### src/rtl/atomic_reservation_memory_router_unit_macros.svh
// ----------------------------------------------------------------------------
// Assertion macros for the atomic reservation memory router
// Shared shorthand for the concurrent checks inside the router's modules.
// ----------------------------------------------------------------------------
`ifndef ATOMIC_RESERVATION_MEMORY_ROUTER_UNIT_MACROS_SVH
`define ATOMIC_RESERVATION_MEMORY_ROUTER_UNIT_MACROS_SVH

// Same-cycle implication, checked out of reset.
`define ARMU_ASSERT_IMP(label, ante, cons, msg) \
  label: assert property (@(posedge clk) disable iff (!rst_n) (ante) |-> (cons)) \
    else $error(msg);

// Next-cycle implication, checked out of reset.
`define ARMU_ASSERT_NXT(label, ante, cons, msg) \
  label: assert property (@(posedge clk) disable iff (!rst_n) (ante) |=> (cons)) \
    else $error(msg);

`endif

### src/rtl/armu_pkg.sv
// ----------------------------------------------------------------------------
// armu_pkg
// Types and constants shared by the router's front end, queue and back end.
// ----------------------------------------------------------------------------
package armu_pkg;

  localparam int ARMU_CORES            = 4;
  localparam int ARMU_STORE_WORDS_LOG2 = 14;
  localparam int CORE_IDX_W            = 4;   // holds any core count up to 15
  localparam int QUEUE_DEPTH           = 2;

  localparam logic [3:0]  LANE_ALL     = 4'hF;
  localparam logic [31:0] SC_FAIL_CODE = 32'h1;
  localparam logic [16:0] SIZE_RESET   = 17'h10000;

  // configuration register indexes
  localparam logic CFG_BASE = 1'b0;
  localparam logic CFG_SIZE = 1'b1;

  // access kinds as they arrive on the input
  localparam logic [1:0] KIND_FETCH = 2'd0;
  localparam logic [1:0] KIND_READ  = 2'd1;
  localparam logic [1:0] KIND_WRITE = 2'd2;

  typedef enum logic [1:0] {
    OP_NONE  = 2'd0,
    OP_FETCH = 2'd1,
    OP_READ  = 2'd2,
    OP_WRITE = 2'd3
  } op_t;

  // classified item as it waits for the back end
  typedef struct packed {
    op_t         op;
    logic [1:0]  requester;
    logic [31:0] address;
    logic [31:0] write_data;
    logic [3:0]  lanes;
    logic        reserve;
    logic        atomic;
    logic [31:0] bus_data;
    logic        internal;
    logic [31:0] offset;
  } item_t;

endpackage

### src/rtl/armu_front.sv
// ----------------------------------------------------------------------------
// armu_front
// Classify an incoming access: operation, window hit and window offset.
// ----------------------------------------------------------------------------
module armu_front #(
  parameter int CORES = 4
) (
  input  logic [1:0]          kind,
  input  logic [1:0]          requester,
  input  logic [31:0]         address,
  input  logic [31:0]         write_data,
  input  logic [3:0]          byte_select,
  input  logic                reserve_flag,
  input  logic                atomic_flag,
  input  logic [31:0]         bus_read_data,
  input  logic [31:0]         base,
  input  logic [16:0]         size,
  output armu_pkg::item_t     item
);
  import armu_pkg::*;

  logic [31:0] offset;
  logic        core_ok;

  assign offset  = address - base;
  assign core_ok = {{(CORE_IDX_W - 2){1'b0}}, requester} < CORE_IDX_W'(CORES);

  always_comb begin
    item            = '0;
    item.requester  = requester;
    item.address    = address;
    item.write_data = write_data;
    item.lanes      = byte_select & LANE_ALL;
    item.reserve    = reserve_flag;
    item.atomic     = atomic_flag;
    item.bus_data   = bus_read_data;
    item.offset     = offset;
    item.internal   = offset < {15'b0, size};
    item.op         = OP_NONE;
    if (core_ok) begin
      case (kind)
        KIND_FETCH: item.op = OP_FETCH;
        KIND_READ:  item.op = OP_READ;
        KIND_WRITE: item.op = OP_WRITE;
        default:    item.op = OP_NONE;
      endcase
    end
  end

endmodule

### config.mk
export PLATFORM = sky130hd
export DESIGN_NAME = armu_front
export DESIGN_NICKNAME = d
export VERILOG_FILES = /design/src/rtl/atomic_reservation_memory_router_unit_macros.svh /design/src/rtl/armu_pkg.sv /design/src/rtl/armu_front.sv
export SDC_FILE = /design/constraint.sdc
export NUM_CORES = 1
export LEC_CHECK = 0
export BUFFER_PORTS_ARGS = -buffer_cell sky130_fd_sc_hd__buf_4
export CORE_AREA = 2 2 115 117
export DETAILED_ROUTE_END_ITERATION = 8
export DIE_AREA = 0 0 117 119
export GPL_TIMING_DRIVEN = 0
export PLACE_DENSITY = 0.66
export RECOVER_POWER = 25
export SYNTH_ARGS = -nofsm -noshare
export SYNTH_HDL_FRONTEND = slang
export SYNTH_SLANG_ARGS = --single-unit
### constraint.sdc
create_clock -name vclk -period 14.4
set_input_delay 2.88 -clock vclk [all_inputs]
set_output_delay 2.88 -clock vclk [all_outputs]
set_load 0.005 [all_outputs]
==> results.tsv <==
stage	metric	value	unit
synth	synth_area_leader_cell	buf_4	
synth	ys_types	58	
grt	grt_pass1_wl	16590	um
cells_and_area	n_sequential_cell	0	
synth	syn_area	0.003356	sq mm
critical_path	required	11.52	ns
critical_path	cp_slowest_cell	or4b_1	
clock_tree	ctsHoldBuffers	0	
cells_and_area	nClkBuffers	0	
drt	drt.antenna.violating_nets	0	
synth	synth_cells	489	
place	dpl.hpwl	9787	um
power_and_ir_drop	powerDensity	42.91	mW/mm^2
cells_and_area	layout_commonest_cell	buf_4	
place	gp_congestion	0.9057	
power_and_ir_drop	irDropWorstVdd	0.02043	mV
flow_run	cap_violations	0	
sta	slew_viol_final	0	
hold_path	hold_class	in2out	
critical_path	cp.arrival	7.31	ns
floorplan	design.core.area	0.01287	sq mm
grt	grt_max_degree	11	
critical_path	crit_buf_inv	3	
critical_path	worstSetupPathType	in2out	
synth	synth_nets	694	
synth	yosysTopAreaCellShare	0.2371	
drt	dr.pass1.iters	5	
floorplan	die_area	0.01392	sq mm
sta	fin_setup_tns	0	ns
cells_and_area	design_area	0.005243	sq mm
critical_path	critPathLaunchType	input port	
grt	track_usage	0.1423	
synth	seq_area_frac_synth	0	
floorplan	rows	42	
power_and_ir_drop	power_leakage	0.002874	uW
synth	synthTopCellsByArea	buf_4, ha_1, inv_1	
sta	relSlewSlack	0.2912	
sta	min_period_over_period	0.7075	
sta	setup_viol	0	
sta	rsz0062_at_grt	no	
floorplan	initial_core_util	0.2606	
floorplan	ios	294	
critical_path	critPathMaxFanout	4	
drt	first_iter_violations	103	
sta	hold_viol	0	
drt	wl_per_cell	12.08	um
grt	grt_antenna_before_repair	0	
place	place_area	0.005243	sq mm
clock_tree	cts_setup_buffers	0	
grt	grt_overflow_total	0	
grt	first_global_vias	3604	
floorplan	die_w	117	um
synth	postSynthAreaPerCell	6.862	sq um
cells_and_area	layout_common_cells	buf_4, inv_1, ha_1	
cells_and_area	register_area	0	sq um
power_and_ir_drop	total_power	225.0	uW
sta	fmax	98.15	MHz
drt	drt-total-wl	10720	um
critical_path	endpoint_kind	primary output	
synth	yosysWarningCount	0	
cells_and_area	drive_above_1_share	0.4979	
cells_and_area	num_antenna_cells	0	
cells_and_area	area_growth	56.23	%
place	io_buffers	222	
critical_path	cpPeakStageDelay	0.52	ns
cells_and_area	nFillCells	1401	
critical_path	cp_top_family	simple AND/OR/NAND/NOR gates	
critical_path	crit_chain	buf_4 > inv_1 > ha_1 > fa_1 > nand2b_1 > a21oi_2 > o2111ai_4 > nand3_1 > a31oi_1 > xnor2_1 > ha_1 > a21o_1 > a21oi_1 > o21ai_0 > o21ai_0 > or2b_2 > or4b_1 > nor4_1 > nor4b_2 > buf_4	
drt	route.detailed.drc	0	
drt	viasPerCell	4.374	
sta	worstMarginPinSlew	1.036	ns
clock_tree	postCtsResizedCells	0	
cells_and_area	layout.nets	918	
sta	layout_min_cycle_time	10.19	ns
drt	vias	3880	
floorplan	die_h	119	um
outcome	outcome	completed	
[stage by stage]
step                cells  utilization  setup WS [ns]  hold slack (ns)
floorplan             489            -          5.077            5.841
detailed placement    887       0.4072          4.204            5.926
global route          887       0.4072          3.859            5.936
global placement      887       0.4072          4.191            5.925
finish                887       0.4072          4.211            5.925
CTS                   887       0.4072          4.175            5.926
[final cells by class]
class / instances / area, sq um / share of cell area
plain buffers: 115 / 862.1 / 0.1644
multi-input cells: 312 / 2261 / 0.4313
inverters: 62 / 232.7 / 0.04439
repair buffers: 222 / 1667 / 0.3179
well taps: 176 / 220.2 / 0.04200
[synthesized netlist by cell type (3+ instances only)]
master,count
buf_4,106
inv_1,62
ha_1,49
a21oi_1,35
nand2_1,28
o21ai_0,26
nor2_1,24
xnor2_1,17
nand3_1,13
a21o_1,11
nand2b_1,8
nand4_1,8
nor3_1,7
o21a_1,7
a21oi_2,5
a31oi_1,4
and2_1,4
buf_6,4
nor2b_1,4
nor4_1,4
o211ai_1,4
xor2_1,4
a211o_1,3
a211oi_1,3
and3_1,3
clkbuf_1,3
or3_1,3
[per-layer routing]
| metal | vias up | global-route usage | share of wire |
|---|---|---|---|
| met5 | - | 0 | 0 |
| met4 | 0 | 0.01029 | 0.0090 |
| met3 | 6 | 0.009669 | 0.066 |
| met2 | 138 | 0.2666 | 0.50 |
| met1 | 1706 | 0.1831 | 0.42 |
| li1 | 2030 | - | - |
[cell families after synthesis]
logic type | Yosys count | synth area share
adders and majority gates | 50 | 0.1887
and+or+nand+nor | 116 | 0.1760
buffers and inverters | 177 | 0.3262
xor gates and xnor gates | 21 | 0.05481
AOI/OAI and AO/OA | 125 | 0.2543
[final timing paths]
path | depth (start not counted) | startpoint | slack, ns | end
max | 20 | address[0] | 4.21 | item[32]
min | 2 | write_data[10] | 5.93 | item[81]
[report_power, final]
part | leakage, uW | internal [uW] | total, uW | switching, uW
Sequential | 0 | 0 | 0 | 0
Combinational | 0.00287 | 122 | 225 | 103
Clock | 0 | 0 | 0 | 0
Total | 0.00287 | 122 | 225 | 103
No activity file was read; power rests on OpenSTA's default activity.
