<file path="src/rtl/atomic_reservation_memory_router_unit_macros.svh">
// ----------------------------------------------------------------------------
// Assertion macros for the atomic reservation memory router
// Shared shorthand for the concurrent checks inside the router's modules.
// ----------------------------------------------------------------------------
`ifndef ATOMIC_RESERVATION_MEMORY_ROUTER_UNIT_MACROS_SVH
`define ATOMIC_RESERVATION_MEMORY_ROUTER_UNIT_MACROS_SVH

// Same-cycle implication, checked out of reset.
`define ARMU_ASSERT_IMP(label, ante, cons, msg) \
  label: assert property (@(posedge clk) disable iff (!rst_n) (ante) |-> (cons)) \
    else $error(msg);

// Next-cycle implication, checked out of reset.
`define ARMU_ASSERT_NXT(label, ante, cons, msg) \
  label: assert property (@(posedge clk) disable iff (!rst_n) (ante) |=> (cons)) \
    else $error(msg);

`endif

</file>
<file path="src/rtl/armu_pkg.sv">
// ----------------------------------------------------------------------------
// armu_pkg
// Types and constants shared by the router's front end, queue and back end.
// ----------------------------------------------------------------------------
package armu_pkg;

  localparam int ARMU_CORES            = 4;
  localparam int ARMU_STORE_WORDS_LOG2 = 14;
  localparam int CORE_IDX_W            = 4;   // holds any core count up to 15
  localparam int QUEUE_DEPTH           = 2;

  localparam logic [3:0]  LANE_ALL     = 4'hF;
  localparam logic [31:0] SC_FAIL_CODE = 32'h1;
  localparam logic [16:0] SIZE_RESET   = 17'h10000;

  // configuration register indexes
  localparam logic CFG_BASE = 1'b0;
  localparam logic CFG_SIZE = 1'b1;

  // access kinds as they arrive on the input
  localparam logic [1:0] KIND_FETCH = 2'd0;
  localparam logic [1:0] KIND_READ  = 2'd1;
  localparam logic [1:0] KIND_WRITE = 2'd2;

  typedef enum logic [1:0] {
    OP_NONE  = 2'd0,
    OP_FETCH = 2'd1,
    OP_READ  = 2'd2,
    OP_WRITE = 2'd3
  } op_t;

  // classified item as it waits for the back end
  typedef struct packed {
    op_t         op;
    logic [1:0]  requester;
    logic [31:0] address;
    logic [31:0] write_data;
    logic [3:0]  lanes;
    logic        reserve;
    logic        atomic;
    logic [31:0] bus_data;
    logic        internal;
    logic [31:0] offset;
  } item_t;

endpackage

</file>
<file path="src/rtl/armu_queue.sv">
// ----------------------------------------------------------------------------
// armu_queue
// Short FIFO of classified items between the front end and the back end.
// ----------------------------------------------------------------------------
`include "atomic_reservation_memory_router_unit_macros.svh"

module armu_queue (
  input  logic             clk,
  input  logic             rst_n,
  input  logic             push,
  input  armu_pkg::item_t  push_item,
  output logic             full,
  input  logic             pop,
  output logic             q_valid,
  output armu_pkg::item_t  q_item
);
  import armu_pkg::*;

  localparam int PW = (QUEUE_DEPTH > 1) ? $clog2(QUEUE_DEPTH) : 1;
  localparam int CW = $clog2(QUEUE_DEPTH + 1);

  item_t         slot_r [QUEUE_DEPTH];
  logic [PW-1:0] wr_ptr_r, wr_ptr_nxt;
  logic [PW-1:0] rd_ptr_r, rd_ptr_nxt;
  logic [CW-1:0] count_r, count_nxt;

  assign full    = count_r == CW'(QUEUE_DEPTH);
  assign q_valid = count_r != '0;
  assign q_item  = slot_r[rd_ptr_r];

  always_comb begin
    wr_ptr_nxt = wr_ptr_r;
    rd_ptr_nxt = rd_ptr_r;
    count_nxt  = count_r;
    if (push) begin
      wr_ptr_nxt = (wr_ptr_r == PW'(QUEUE_DEPTH - 1)) ? '0 : wr_ptr_r + 1'b1;
    end
    if (pop) begin
      rd_ptr_nxt = (rd_ptr_r == PW'(QUEUE_DEPTH - 1)) ? '0 : rd_ptr_r + 1'b1;
    end
    if (push && !pop) begin
      count_nxt = count_r + 1'b1;
    end else if (pop && !push) begin
      count_nxt = count_r - 1'b1;
    end
  end

  always_ff @(posedge clk) begin
    if (!rst_n) begin
      wr_ptr_r <= '0;
      rd_ptr_r <= '0;
      count_r  <= '0;
    end else begin
      wr_ptr_r <= wr_ptr_nxt;
      rd_ptr_r <= rd_ptr_nxt;
      count_r  <= count_nxt;
    end
  end

  always_ff @(posedge clk) begin
    if (push) begin
      slot_r[wr_ptr_r] <= push_item;
    end
  end

  `ARMU_ASSERT_IMP(a_no_push_full, push, !full, "push into full queue")
  `ARMU_ASSERT_IMP(a_no_pop_empty, pop, q_valid, "pop from empty queue")
  `ARMU_ASSERT_IMP(a_count_max, 1'b1, count_r <= CW'(QUEUE_DEPTH), "queue count out of range")

endmodule

</file>
<file path="config.mk">
export PLATFORM = sky130hd
export DESIGN_NAME = armu_queue
export DESIGN_NICKNAME = d
export VERILOG_FILES = /design/src/rtl/armu_pkg.sv /design/src/rtl/armu_queue.sv
export VERILOG_INCLUDE_DIRS = /design/src /design/src/rtl
export SDC_FILE = /design/constraint.sdc
export NUM_CORES = 1
export LEC_CHECK = 0
export BUFFER_PORTS_ARGS = -buffer_cell sky130_fd_sc_hd__buf_2
export CORE_MARGIN = 4
export CORE_UTILIZATION = 52
export CTS_CLUSTER_DIAMETER = 120
export DETAILED_ROUTE_END_ITERATION = 8
export GPL_TIMING_DRIVEN = 0
export HOLD_SLACK_MARGIN = 0.1
export PLACE_DENSITY = 0.78
export SLEW_MARGIN = 20
export SYNTH_ARGS = -nofsm -noshare
export SYNTH_HDL_FRONTEND = slang
export SYNTH_SLANG_ARGS = --single-unit
</file>
<file path="constraint.sdc">
create_clock -name clk -period 10.78 [get_ports clk]
set_input_delay 2.156 -clock clk [delete_from_list [all_inputs] [get_ports clk]]
set_output_delay 2.156 -clock clk [all_outputs]
set_load 0.005 [all_outputs]
</file>
==> run summary, run 1 <==
The flow ran to the end, and the final reports show no timing, DRC or antenna violations. The mapped netlist covers 10300 um2. The ratio of cells with drive above 1 in the final layout was 0.615; the pin count of the biggest net entering global routing was 55. For the insertion delay of the later-clocked pin in the worst-skew pair, the log shows 0.52 ns. The run gives 0 as the post-detailed-route DRC marker count.

The tools report the number of antenna violations at the first check in global routing as 1. Buffers inserted to repair hold after CTS numbered 0. For the critical path required time, the log shows 8.62 ns. The root buffer cell chosen for the clock tree is sky130_fd_sc_hd__clkbuf_16. For the final number of hold-violating endpoints, the log shows 0. Setup violations remaining at the end of the flow were counted as 0. Along the worst path, the maximum fanout reaches 10. In this run the count of I/O pins placed on the die edge is 284.

The type of the tightest min-delay check was reg -> reg. Dividing the detail-routed wire length by the instance count gives 18.7 um. Type of destination of the critical path: an output pin. TritonCTS built the clock tree.

The run gives 0.822 as the sequential cell area fraction in the yosys report. By startpoint and endpoint, the worst setup path is classified as reg -> out. In this run, placement finished with an instance count of 1009. The Yosys step of the flow raised 0 warnings. The max capacitance violation total came out at 0. Counting distinct cell types in the post-synthesis netlist gives 18. For this run, the post-layout net count is 918.

The floorplan has 51 rows. The tightest hold path in the finished design has a slack of 0.545 ns. From synthesis to final layout, the design area changed by 27.5%. The first global-routing pass estimated 30100 um of wire.

The tools report the starting density of the core as 0.528. The clock transition at the registers of the reported paths was 0.07 ns. Gates resized during post-CTS repair numbered 0. The share of the cycle needed by the critical path after routing was 0.374; the standard cell core area was 19500 um2.

For this design the static power due to leakage is 4.95 nW. The run gives 0.747 as the routability-driven placement congestion ratio. Setup repair after global routing left no endpoint under its margin.

IR analysis of the VDD net gives a maximum drop of 0.148 mV. At the worst endpoint, the arrival time is 1.88 ns. The first-iteration detailed-routing DRC count is 216. The share of synthesized registers carrying an async set or reset came out at 0.

Yosys mapped a number of flops with a built-in enable equal to 278. Post-CTS timing repair inserted 0 buffers for setup. For the non-filler instance count after layout, the log shows 1060. The chip height works out to 149 um.

The per-instance average area after synthesis is 22.7 um2. For the maximum clock path buffer count, the log shows 3. The first detailed-routing pass ran for 4 iterations. The total via count after detailed routing was 5327. Headroom to the max-slew limit: 0.498. The clock net in this run drives a total of 283 sinks. Overall track demand over capacity in global routing: 0.173.

The tools report the total congestion overflow as 0. The floorplan step defined a die boundary enclosing 22100 um2. Area share of the largest cell type after synthesis: 0.812.

Dividing total power by cell area gives a power density of 187 nW/um2. Dividing the detail-routed via count by the number of cells gives 5.03. The run gives 0.674 as the final core utilization.

sky130_fd_sc_hd__edfxtp_1 takes more of the synthesized area than any other cell. In the post-synthesis netlist, the biggest area contributors are sky130_fd_sc_hd__edfxtp_1, sky130_fd_sc_hd__mux2_2, sky130_fd_sc_hd__buf_6. Setup slack on the worst flop-to-flop path: 8.83 ns. Synthesis inferred 283 register bits. Sorting the synthesized cells by how often they occur yields sky130_fd_sc_hd__edfxtp_1, sky130_fd_sc_hd__mux2_2, sky130_fd_sc_hd__buf_6. The most used flip-flop cell after synthesis is sky130_fd_sc_hd__edfxtp_1. The shortest period the worst path allows is 4.04 ns, and the synthesized netlist net count is 598. The fmax is 0.248 GHz. The tools report the final-report max-slew violation count as 0. From left edge to right edge, the die measures 149 um. Synthesis handed over a netlist of 454 instances. The diode insertion count for antenna repair is 0. TritonCTS created 28 clock buffers. The slew at the pin closest to its max-slew limit came out at 0.751 ns.

The count of nets left with antenna violations once routing finished came out at 0. After detailed routing, the total wire length is 19800 um. The H-tree level count came out at 1. The post-detailed-placement half-perimeter wirelength was 13900 um; the count of input and output buffers was 283. The logs give 0.0102 ns for the final clock skew and 5718 for the number of global-route vias before repair. The startpoint class of the critical path was a flip-flop.

Cell with the most instances after synthesis: sky130_fd_sc_hd__edfxtp_1.
critical path, stage by stage, from the launching register on:
cell	delay, ns
sky130_fd_sc_hd__dfxtp_1	0.37
sky130_fd_sc_hd__buf_4	0.29
sky130_fd_sc_hd__buf_6	0.19
sky130_fd_sc_hd__mux2_2	0.35
sky130_fd_sc_hd__buf_2	0.14
state kept, by name, indices dropped and copies added (netlist names), named ones only:
| signal | count |
|---|---|
| rd_ptr_r | 1 |
| slot_r | 278 |
| wr_ptr_r | 1 |
| count_r | 2 |
worst paths after layout:
check | startpoint | end | cells past startpoint
setup / recovery | flip-flop | q_item[98] | 4
hold / removal | count_r[1] | count_r[1] | 2
setup reg to reg | wr_ptr_r | slot_r[0][68] | 4
hold reg to reg | count_r[1] | count_r[1] | 2
placed cells by master (no fill, tap or decap):
cell                         synthesis  final
sky130_fd_sc_hd__nor2b_4             0      1
sky130_fd_sc_hd__edfxtp_1          278    278
sky130_fd_sc_hd__buf_6              11     11
sky130_fd_sc_hd__o21ai_0             1      1
sky130_fd_sc_hd__buf_16              0      5
sky130_fd_sc_hd__or3_1               1      1
sky130_fd_sc_hd__ha_1                1      1
sky130_fd_sc_hd__and2_4              0      1
sky130_fd_sc_hd__buf_2               2    285
sky130_fd_sc_hd__xnor2_1             1      1
sky130_fd_sc_hd__and2b_2             1      1
sky130_fd_sc_hd__dfxtp_1             5      5
sky130_fd_sc_hd__a21boi_0            1      1
sky130_fd_sc_hd__clkbuf_1            0      4
sky130_fd_sc_hd__inv_1               1      1
sky130_fd_sc_hd__and2_1              4      3
sky130_fd_sc_hd__o21a_1              1      1
sky130_fd_sc_hd__clkbuf_16           0     29
sky130_fd_sc_hd__clkinv_4            0      1
sky130_fd_sc_hd__xor2_1              2      2
sky130_fd_sc_hd__bufinv_16           0      2
sky130_fd_sc_hd__clkinv_8            0      1
sky130_fd_sc_hd__clkinvlp_4          0      1
sky130_fd_sc_hd__mux2_2            139    139
sky130_fd_sc_hd__nor2b_1             2      1
sky130_fd_sc_hd__or2_2               1      1
sky130_fd_sc_hd__clkinv_2            0      7
sky130_fd_sc_hd__clkinv_1            0      6
sky130_fd_sc_hd__buf_12              0      2
sky130_fd_sc_hd__buf_4               2      2
per-layer routing:
layer  up-vias  share of wire  GRT usage
met5         -        0.00035          0
met4         2          0.033     0.0527
li1       2451              -          -
met3        49          0.094     0.0564
met1      2610           0.35      0.201
met2       215           0.52      0.308
logic make-up (layout without fill, tap and decap cells):
logic type | count (synthesis) | in the layout | share of synthesized area
multiplexers | 139 | 139 | 0.152
XOR/XNOR | 3 | 3 | 0.00256
adder cells (fa/ha/maj) | 1 | 1 | 0.00122
AO/OA/AOI/OAI | 3 | 3 | 0.00195
AND/OR/NAND/NOR | 9 | 9 | 0.00572
flip-flops | 283 | 283 | 0.822
buffers and inverters | 16 | 357 | 0.0148
power breakdown:
| group | leakage (nW) | switching (W) | internal, W | total (W) |
|---|---|---|---|---|
| clock network | 0.438 | 0.000383 | 0.000538 | 0.000921 |
| logic | 1.87 | 0.000113 | 0.000128 | 0.000241 |
| registers | 2.65 | 0.0000133 | 0.00127 | 0.00129 |
through the flow:
stage / cell area, um2 / setup TNS, ns / total power, W / setup WS, ns
finish: 13100 / 0 / 0.00245 / 6.74
global route: 13100 / 0 / 0.00254 / 6.65
CTS: 13100 / 0 / 0.00247 / 6.69
global placement: 12000 / -114.90 / 0.00154 / -0.829
floorplan: 10300 / 0 / 0.00144 / 1.92
detailed placement: 12200 / 0 / 0.00155 / 6.82
final cells by class:
cell class                      instances  area (um2)
Buffer                                 15         149
Clock inverter                         18         150
Tap cell                              265         332
Fill cell                            1266        6350
Sequential cell                       283        8450
Clock buffer                           33         741
Timing Repair Buffer                  290        1590
Inverter                                1        3.75
Multi-Input combinational cell        155        1690
Power figures use the tool's default switching activity.
==> inputs of run 2 (changes only) <==
- clock period: 10.78 -> 4.05 ns (I/O delays scaled with it)
==> run 2 against run 1 <==
Effect of this change: flip-flop and latch count unchanged; first-iteration DRC count fell by 11%; via count is 0.36% lower; sequential power grew to 2.7 times the previous value; clock power rose to 2.6 times the previous value; largest cell class unchanged; largest power group unchanged.
==> run summary, run 2 (synthesis results as in run 1) <==
The global-route wire length before repair came out at 30200 um (+0.21%). The ratio of cells with drive above 1 in the final layout was 0.615 (about the same). The critical path required time was 3.24 ns (-5.38 ns); the area growth from synthesis to layout was 27.6%.

The clock transition at the registers of the reported paths was 0.06 ns (about the same). The logs give 5308 (-0.36%) for the total via count after detailed routing and 51 (unchanged) for the standard-cell row count. The post-detailed-route DRC marker count was 0 (unchanged); the number of CTS-inserted buffers was 28 (unchanged). The largest vdd supply drop is 0.393 mV (+170%), and the total congestion overflow is 0 (unchanged). The pin count of the biggest net entering global routing came out at 56 (+1.8%).

For the final clock skew, the log shows 0.0243 ns (+0.0142 ns). The tightest min-delay check is of the in -> reg type. The critical path is of the reg -> out type.

The final instance area was 13100 um2 (+0.11%); the post-detailed-placement half-perimeter wirelength was 14200 um (+2.0%). For the final-stage net count, the log shows 919 (+0.11%). The slew at the pin closest to its max-slew limit was 0.517 ns (-0.234 ns). The non-filler instance count after layout was 1064 (+0.38%); the number of buffers added for setup after CTS was 0 (unchanged).

The instance area after placement was 12300 um2 (+0.29%); the share of the cycle needed by the critical path after routing was 0.671. For the final core utilization, the log shows 0.674 (+0.000771). Largest register by flop count: slot_r. The starting density of the core came out at 0.528 (unchanged). The tools report the headroom to the max-slew limit as 0.655 (+0.157). The power density relative to cell area came out at 492 nW/um2 (+160%).

The standard cell core area was 19500 um2 (unchanged); the H-tree level count was 1 (unchanged). The reported leakage power was 4.95 nW (about the same); the max capacitance violation total was 0 (unchanged). The number of cells after detailed placement was 1010 (+0.099%). The flow ran to the end, and the final reports show no timing, DRC or antenna violations. The number of vias per cell was 4.99 (-0.73%). The chip height was 149 um (unchanged). The detailed-route wire length per cell is 18.8 um (+0.71%). Cts-stage hold buffer count: 0 (unchanged). Final setup violation count: 0 (unchanged).

TritonCTS built the clock tree. The flip-flop count of the largest register after layout is 278 (unchanged), and the final number of hold-violating endpoints is 0 (unchanged). The run gives 0.52 ns (about the same) as the insertion delay of the later-clocked pin in the worst-skew pair. The shortest period the worst path allows works out to 2.72 ns. The critical-path maximum fanout was 10 (unchanged). For the routability-driven placement congestion ratio, the log shows 0.742 (-0.66%). The setup slack on the worst flop-to-flop path came out at 2.36 ns (-6.47 ns). In this run the clock root is driven by a sky130_fd_sc_hd__clkbuf_16.

The die boundary width came out at 149 um (unchanged). Startpoint class of the critical path: a flip-flop. The overall track demand over capacity in global routing was 0.173 (-0.000377). The count of input and output buffers was 283 (unchanged). Top-level I/O count: 284 (unchanged).

The logs give 0 (unchanged) for the number of routed nets with antenna violations and 3 (+2) for the number of antenna violations at the first check in global routing. The tools report the total wire length after detailed routing as 20000 um (+1.1%). In the layout the commonest cells are sky130_fd_sc_hd__buf_2, sky130_fd_sc_hd__edfxtp_1, sky130_fd_sc_hd__mux2_2, sky130_fd_sc_hd__clkbuf_16, sky130_fd_sc_hd__buf_6. The library cell used most frequently in the layout, excluding fill and tap cells, is sky130_fd_sc_hd__buf_2. The detailed-routing iteration count for the pre-antenna-repair pass is 4 (unchanged), and the area of the die is 22100 um2 (unchanged).

The logs give 0 (unchanged) for the final-report max-slew violation count and 0.368 GHz for the fmax. In the final layout, the registers with the most flip-flops are slot_r x278, count_r x2. STA classifies the critical path endpoint as an output pin. Setup repair after global routing left no endpoint under its margin.

The first-iteration detailed-routing DRC count came out at 193 (-11%). The run gives 0 (unchanged) as the number of gates resized after CTS. The filler cell count in the final layout came out at 1278 (+0.95%). The critical path arrival was 1.91 ns (+0.03 ns). The number of global-route vias before repair is 5726 (+0.14%).

The total number of clock tree sinks came out at 283 (unchanged). The tools report the maximum clock path buffer count as 3 (unchanged).
## run 2: changes by cell type in the layout (fill, tap and decap cells not counted), sizes merged
cell | before | now
clkinv | 15 | 13
inv | 1 | 2
buf | 305 | 306
diode | 0 | 2
bufinv | 2 | 1
clkbuf | 33 | 34
clkinvlp | 1 | 3
## run 2: power breakdown
part	switching, W	total, W	internal [W]
registers	0.0000363	0.00342	0.00339
clock network	0.00102	0.00239	0.00137
logic	0.000301	0.000646	0.000345
total	0.00135	0.00646	0.00510
## run 2: metal layers
| metal | track usage | wire (um) | part of all wire | vias to the layer above |
|---|---|---|---|---|
| met4 | 0.0439 | 421 | 0.021 | 2 |
| li1 | - | - | - | 2459 |
| met3 | 0.0551 | 1810 | 0.090 | 32 |
| met5 | 0 | 13 | 0.00065 | - |
| met1 | 0.198 | 7210 | 0.36 | 2620 |
| met2 | 0.314 | 10500 | 0.53 | 195 |
## run 2: critical path: stages, from the launching register on
cell,delay [ns]
sky130_fd_sc_hd__dfxtp_1,0.38
sky130_fd_sc_hd__buf_4,0.30
sky130_fd_sc_hd__buf_6,0.21
sky130_fd_sc_hd__mux2_2,0.35
sky130_fd_sc_hd__buf_2,0.13
## run 2: area by class of cell
| cell class | count | area, um2 | share of cell area |
|---|---|---|---|
| repair buffers | 291 | 1630 | 0.124 |
| multi-input cells | 155 | 1690 | 0.129 |
| flip-flops and latches | 283 | 8450 | 0.644 |
| clock buffers | 34 | 744 | 0.0567 |
| inverters | 1 | 3.75 | 0.000286 |
| well taps | 265 | 332 | 0.0253 |
| plain buffers | 15 | 149 | 0.0113 |
| clock inverters | 18 | 121 | 0.00925 |
| diodes | 2 | 5.00 | 0.000381 |
## run 2: metrics by stage
step	total power [W]	hold WS [ns]	setup TNS [ns]	setup slack [ns]
after global placement	0.00408	0.482	-34.69	-0.258
final	0.00646	0.469	0	1.33
after floorplan	0.00380	0.468	0	0.709
after CTS	0.00654	0.433	0	1.26
after detailed placement	0.00414	0.555	0	1.75
after global routing	0.00672	0.443	0	1.21
## run 2: worst paths after layout
path	from	end	cells after the start
setup / recovery	flip-flop	q_item[37]	4
hold / removal	push_item[85]	slot_r[0][85]	1
setup reg to reg	wr_ptr_r	slot_r[0][32]	4
hold reg to reg	count_r[1]	count_r[1]	2
